## src/nnpr_pkg.sv

```systemverilog
// Package for the nearest-neighbour PCM resampler: item types, sizes, codes.
// No dependencies.
`timescale 1ns / 1ps

package nnpr_pkg;

  localparam int MAX_SOURCE_WORDS  = 16384;
  localparam int MAX_OUTPUT_FRAMES = 16384;

  localparam int COUNT_W   = 15;
  localparam int ADDR_W    = $clog2(MAX_SOURCE_WORDS);
  localparam int RATE_W    = 18;
  localparam int SAMPLE_W  = 16;
  localparam int DVD_W     = 32;
  localparam int CFG_IDX_W = 2;

  typedef enum logic {
    OP_LOAD = 1'b0,
    OP_PULL = 1'b1
  } op_t;

  typedef enum logic [CFG_IDX_W-1:0] {
    REG_STEREO_SOURCE  = 2'd0,
    REG_SOURCE_RATE_HZ = 2'd1,
    REG_OUTPUT_RATE_HZ = 2'd2,
    REG_MAX_OUT_FRAMES = 2'd3
  } cfg_idx_t;

  typedef struct packed {
    logic                       operation;
    logic signed [SAMPLE_W-1:0] sample_word;
    logic                       end_of_buffer;
  } in_item_t;

  typedef struct packed {
    logic signed [SAMPLE_W-1:0] left_sample;
    logic signed [SAMPLE_W-1:0] right_sample;
    logic                       last_frame;
    logic                       nothing_left;
  } out_item_t;

  typedef struct packed {
    logic             done;
    logic [DVD_W-1:0] quotient;
  } div_res_t;

endpackage

```

## src/nnpr_div.sv

```systemverilog
// Bit-serial restoring divider, one quotient bit per cycle.
// Depends on nnpr_pkg.
`timescale 1ns / 1ps

module nnpr_div (
  input  logic                          clk,
  input  logic                          rst_n,
  input  logic                          start,
  input  logic [nnpr_pkg::DVD_W-1:0]    dividend,
  input  logic [nnpr_pkg::RATE_W-1:0]   divisor,
  output nnpr_pkg::div_res_t            res
);

  localparam int CNT_W = $clog2(nnpr_pkg::DVD_W);

  logic [nnpr_pkg::DVD_W-1:0]  dvd_r;
  logic [nnpr_pkg::RATE_W-1:0] dsr_r;
  logic [nnpr_pkg::RATE_W-1:0] rem_r;
  logic [CNT_W-1:0]            cnt_r;
  logic                        busy_r;
  logic                        done_r;

  logic [nnpr_pkg::RATE_W:0]   shifted;
  logic [nnpr_pkg::RATE_W:0]   diff;
  logic                        qbit;

  assign shifted = {rem_r, dvd_r[nnpr_pkg::DVD_W-1]};
  assign diff    = shifted - {1'b0, dsr_r};
  assign qbit    = (shifted >= {1'b0, dsr_r});

  always_ff @(posedge clk) begin
    if (!rst_n) begin
      busy_r <= 1'b0;
      done_r <= 1'b0;
      cnt_r  <= '0;
    end else begin
      done_r <= 1'b0;
      if (start) begin
        dvd_r  <= dividend;
        dsr_r  <= divisor;
        rem_r  <= '0;
        cnt_r  <= CNT_W'(nnpr_pkg::DVD_W - 1);
        busy_r <= 1'b1;
      end else if (busy_r) begin
        rem_r <= qbit ? diff[nnpr_pkg::RATE_W-1:0] : shifted[nnpr_pkg::RATE_W-1:0];
        dvd_r <= {dvd_r[nnpr_pkg::DVD_W-2:0], qbit};
        if (cnt_r == '0) begin
          busy_r <= 1'b0;
          done_r <= 1'b1;
        end else begin
          cnt_r <= cnt_r - 1'b1;
        end
      end
    end
  end

  assign res.done     = done_r;
  assign res.quotient = dvd_r;

endmodule

```

## config.mk

```make
export PLATFORM = sky130hd
export DESIGN_NAME = nnpr_div
export DESIGN_NICKNAME = d
export VERILOG_FILES = /design/src/nnpr_pkg.sv /design/src/nnpr_div.sv
export SDC_FILE = /design/constraint.sdc
export NUM_CORES = 1
export LEC_CHECK = 0
export ABC_CLOCK_PERIOD_IN_PS = 2500
export BUFFER_PORTS_ARGS = -buffer_cell sky130_fd_sc_hd__buf_2
export CORE_MARGIN = 2
export CORE_UTILIZATION = 49
export DETAILED_ROUTE_END_ITERATION = 8
export PLACE_DENSITY = 0.76
export SLEW_MARGIN = 10
export SYNTH_ARGS = -nofsm -noshare
export SYNTH_HDL_FRONTEND = slang
export SYNTH_SLANG_ARGS = --single-unit
```

## constraint.sdc

```tcl
create_clock -name clk -period 2.5 [get_ports clk]
set_clock_uncertainty 0.05 [all_clocks]
set_input_delay 0.25 -clock clk [delete_from_list [all_inputs] [get_ports clk]]
set_output_delay 0.25 -clock clk [all_outputs]
set_load 0.005 [all_outputs]
```

Yosys cells after proc, flatten, opt, wreduce, memory -nomap -nowiden

Cells that the tools add are included.

Bits in registers: 75
Input bits: 53
Output and inout port bits: 33

$add $sub $neg: 2
Magnitude comparators: 1
Equality and inequality tests: 1
Mux-type cells: 11
Bitwise operators: 2
Reductions and logical operators: 6

Operators with widths:

| cell                                                               | number |
|---|---|
| 32-bit 2-to-1 mux                                                  | 2 |
| 18-bit 2-to-1 mux                                                  | 2 |
| 19-bit by 18-bit greater-or-equal comparator with 1-bit output     | 1 |
| 18-bit subtractor                                                  | 1 |
| 5-bit 2-to-1 mux                                                   | 3 |
| 2-bit AND reduction                                                | 3 |
| 5-bit zero test                                                    | 1 |
| 5-bit by 1-bit subtractor with 5-bit output, second input constant | 1 |
| 1-bit 2-to-1 mux                                                   | 4 |
| 3-bit OR reduction                                                 | 1 |
| 2-bit inequality test, second input constant                       | 1 |
| 1-bit NOT                                                          | 2 |
| 2-bit nonzero test                                                 | 1 |

Logic depth before layout (Yosys ltp)

Depth after elaboration: 4
Depth in mapped cells: 11

Worst setup path before layout

OpenSTA, ideal clock, no wires.

Path kind: reg2reg
From: register dvd_r[31] (netlist name)
To: register rem_r[16] (netlist name) (data pin)
Library setup time: 0.270 ns
Arrival time: 2.424 ns
Required time: 2.180 ns
Setup slack: -0.244 ns
Stages on the path, launching flop included: 12
Cells stage by stage: edfxtp_1 inv_1 ha_1 inv_1 fa_1 a211o_1 a211oi_1 nor4_1 nor2_1 and3b_1 o311ai_1 a21oi_1

Word-level cells in the longest chain between the ends: 3

RTL lines:

| element                                                                                                    | line                           | text |
|---|---|---|
| start, declared                                                                                            | nnpr_div.sv:16                 | `logic [nnpr_pkg::DVD_W-1:0] dvd_r;` |
| start signal, assigned                                                                                     | nnpr_div.sv:39                 | `dvd_r <= dividend;` |
| start signal, assigned                                                                                     | nnpr_div.sv:46                 | `dvd_r <= {dvd_r[nnpr_pkg::DVD_W-2:0], qbit};` |
| 18-bit subtractor / 19-bit by 18-bit greater-or-equal comparator with 1-bit output (equally long branches) | nnpr_div.sv:28, nnpr_div.sv:29 |  |
| 18-bit 2-to-1 mux (*)                                                                                      | nnpr_div.sv:45                 | `rem_r <= qbit ? diff[nnpr_pkg::RATE_W-1:0] : shifted[nnpr_pkg::RATE_W-1:0];` |
| 18-bit 2-to-1 mux (*)                                                                                      | nnpr_div.sv:44                 | `end else if (busy_r) begin` |
| end signal, assigned                                                                                       | nnpr_div.sv:45                 |  |
| end, declared                                                                                              | nnpr_div.sv:18                 | `logic [nnpr_pkg::RATE_W-1:0] rem_r;` |

Every way passes the cells marked *; elsewhere a longest branch is shown, timed or not. The select of a mux whose other input is x is not followed.
A chain may end at the register's enable or synchronous reset.

Worst setup path in the final report

From: register rem_r[8] (netlist name)
To: register rem_r[7] (netlist name) (data pin)

Word-level cells in the longest chain between the ends: 3

RTL lines:

| element                                                        | line           | text |
|---|---|---|
| 19-bit by 18-bit greater-or-equal comparator with 1-bit output | nnpr_div.sv:29 | `assign qbit = (shifted >= {1'b0, dsr_r});` |
| 18-bit 2-to-1 mux                                              | nnpr_div.sv:45 |  |
| 18-bit 2-to-1 mux                                              | nnpr_div.sv:44 |  |

Every way passes these cells. The select of a mux whose other input is x is not followed.

==> reports/results.tsv <==
metric	value	unit
final setup margin	-0.2532	ns
Hold Path Class	in2reg	
Mean Syn Cell Area	12.45	µm²
Peak VDD IR	0.4966	mV
status	finished with violations	
drt first pass iters	4	
Tmin final	2.753	ns
Pleak	2.219	nW
sw frac	29.48	%
Multi-input gate area	0.001891	mm²
Worst-Margin Slew	0.4110	ns
PortBufs	85	
row cnt	32	
clock slew at reported path FFs	0.09	ns
critical path fanouts, max	5	
Post-Layout Cell Count	565	
TritonCTS clock tree	built	
violated checks	setup timing	
WL per Instance	17.07	µm
largest family of logic cells by synthesized area	multiplexers	
Synth Area in Compound Gates	11.31	%
Filler cells	590	
xor/xnor cell area share of the yosys netlist	3.518	%
Post-Syn Nets	394	
final worst-path cycle share	110.1	%
commonest non-fill, non-tap cell in the layout	buf_2	
post-synthesis mux area share	12.06	%
CTS Root Cell	clkbuf_8	
Slew Limit Fails	0	
n_diodes	0	
Worst setup SP type	flop	
unrepaired setup endpoints after global routing	yes	
I/O pin total	86	
DR vias/cell	5.474	
die width	94.17	µm
vias in the first global route	3122	
initial antenna violation count	0	
die area	0.008867	mm²
Final setup violation count	10	
clock network fraction of design power	27.5	%
DRC violations left	0	
Crit-path slowest cell	or4_2	
CTS sink cnt	75	
Arr. time, crit path	2.81	ns
Achievable Freq	363.2	MHz
first-pass GRT wire length	14550	µm
max_cap viols	0	
Hold Crit Start	divisor[2]	
Cell Area, Synth	0.003984	mm²
Place WS	-0.1114	ns
post-synth cell types	50	
crit-path leading delay family	simple AND/OR/NAND/NOR gates	
placed cells	532	
Mapped Cells	320	
leading cell types in the layout, fill and taps excluded	buf_2 (85), edfxtp_1 (68), buf_4 (49), mux2_2 (32), nor2_1 (21)	
core area	0.007807	mm²
Critical Path End Type	flop	
Max-slew headroom	72.60	%
Initial Utilization	51.03	%
CTS Buffer Depth	2	
Die Ht	94.17	µm
Synth area leader	edfxtp_1	
Seq/Total Area, Yosys	54.77	%
total grt overflow	0	
Design Power	3.479	mW
Synth async-reset ratio	0	%
critical path buffer and inverter count	2	
origin of the critical flop-to-flop path	rem_r[8]	
crit path from	rem_r[8]	
layout cells sized above 1	47.73	%
Simple-Gate Fraction of Synth Area	7.758	%
1st-iter DRT viols	189	
area growth from synthesis to layout	33.20	%
CP Class	reg2reg	
Final ANT Viol Nets	0	
synthesis-stage register bit count	75	
hpwl dp	6592	µm
H-tree lvl count	3	
worst skew pair latency	0.36	ns
total net switching power	1.026	mW
Synth area leaders	edfxtp_1 (51%), mux2_2 (9.0%), ha_1 (6.3%)	
vias after detailed routing	3093	
internal power	2.453	mW
most frequent CP cell	buf_4	
Hold Vio Cnt, Final	0	
required time of the critical path	2.56	ns
Critical Path, Cell by Cell	ha_4, buf_4, nand2_1, o21ai_1, o21bai_1, a211oi_4, buf_4, or4_2, nor2_1, a211oi_1	
Final #Nets	532	
CTS Buf Count	9	
largest net degree at the start of global routing	28	
power per cell area	655.6	mW/mm²
gr usage total	21.55	%
main flop type after synthesis	edfxtp_1	
Gate power share	27.7	%
yosys warns	0	
top cell type's share of synthesized area	51.26	%
Worst path max stage delay	0.75	ns
WL final	9647	µm
GP Congestion	0.8761	
Adder-Cell Fraction of Synth Area	6.784	%
Reg power frac	44.7	%
Post-synth EDFFs	68	
register area	0.002182	mm²
==> metal layers <==
layer / vias to the layer above / wire (µm) / track usage, % / share of wire (%)
met2: 113 / 4606 / 35.60 / 48
met5: - / 0 / 0 / 0
met1: 1483 / 4131 / 26.10 / 43
met3: 22 / 675 / 6.742 / 7.0
li1: 1475 / - / - / -
met4: 0 / 234 / 8.937 / 2.4
==> metrics by stage <==
stage | utilization (%) | area [µm²] | hold slack, ns | TNS (ns)
floorplan | - | 3998 | 0.2989 | -0.04098
finish | 67.96 | 5306 | 0.01291 | -1.525
detailed placement | 61.07 | 4768 | 0.3781 | -0.4618
global placement | 61.07 | 4768 | 0.3781 | -0.1159
CTS | 64.55 | 5040 | 0.0001401 | -0.2778
global route | 67.96 | 5306 | 0.001757 | -3.389
==> kinds of logic after synthesis <==
family | after synthesis
xor gates and xnor gates | 16
DFF | 75
buffers and inverters | 35
and+or+nand+nor | 63
adders and majority gates | 21
muxes | 44
AOI/OAI and AO/OA | 66
==> path summary, 6_finish.rpt <==
path | endpoint | slack [ns] | cells after the start
worst max-delay path | rem_r[7] | -0.25 | 10
worst min-delay path | dsr_r[2] | 0.01 | 1
worst max register to register | rem_r[7] | -0.25 | 10
worst min register to register | done_r | 0.42 | 2
==> repair_timing <==
action / CTS / global route
hold endpoints to repair: 3 / 0
cloned: 1 / 2
hold buffers: 3 / 0
pin swaps: 1 / 13
setup endpoints to repair: 14 / 19
setup buffers: 3 / 8
gates resized for setup: 3 / 29
==> state kept, by name, summed over array words and instances (netlist names) <==
name    flops
dvd_r      32
cnt_r       5
rem_r      18
done_r      1
busy_r      1
dsr_r      18
==> cells in the mapped netlist, types with 3 or more instances <==
| library cell | instances |
|---|---|
| a211oi_1 | 4 |
| a21o_1 | 4 |
| a21oi_1 | 20 |
| a31oi_1 | 3 |
| and2_1 | 3 |
| clkbuf_1 | 9 |
| dfxtp_1 | 7 |
| edfxtp_1 | 68 |
| ha_1 | 20 |
| inv_1 | 22 |
| mux2_2 | 32 |
| mux2i_1 | 12 |
| nand2_1 | 17 |
| nand3_1 | 5 |
| nor2_1 | 21 |
| nor3_1 | 3 |
| o21a_1 | 8 |
| o21ai_0 | 6 |
| o21ai_1 | 3 |
| xnor2_1 | 9 |
| xor2_1 | 7 |
==> worst reg2reg max path, cell delays in order (launching register included) <==
cell	delay [ns]
edfxtp_1	0.44
ha_4	0.25
buf_4	0.13
nand2_1	0.05
o21ai_1	0.09
o21bai_1	0.25
a211oi_4	0.13
buf_4	0.16
or4_2	0.75
nor2_1	0.14
a211oi_1	0.06
==> layout make-up <==
type / count / area share [%]
multi-input cells: 213 / 35.63
clock buffers: 9 / 2.334
flip-flops and latches: 75 / 41.12
repair buffers: 137 / 15.52
clock inverters: 7 / 1.438
inverters: 22 / 1.556
well taps: 102 / 2.405
==> power by group through the flow <==
stage | clock (mW) | combinational (mW) | sequential, mW
final | 0.958 | 0.964 | 1.56
after floorplan | 0 | 0.542 | 1.56
after CTS | 0.974 | 0.863 | 1.55
after global placement | 0 | 0.815 | 1.57
after detailed placement | 0 | 0.837 | 1.57
after global routing | 1.01 | 1.05 | 1.57
(Power assumes the default switching activity.)
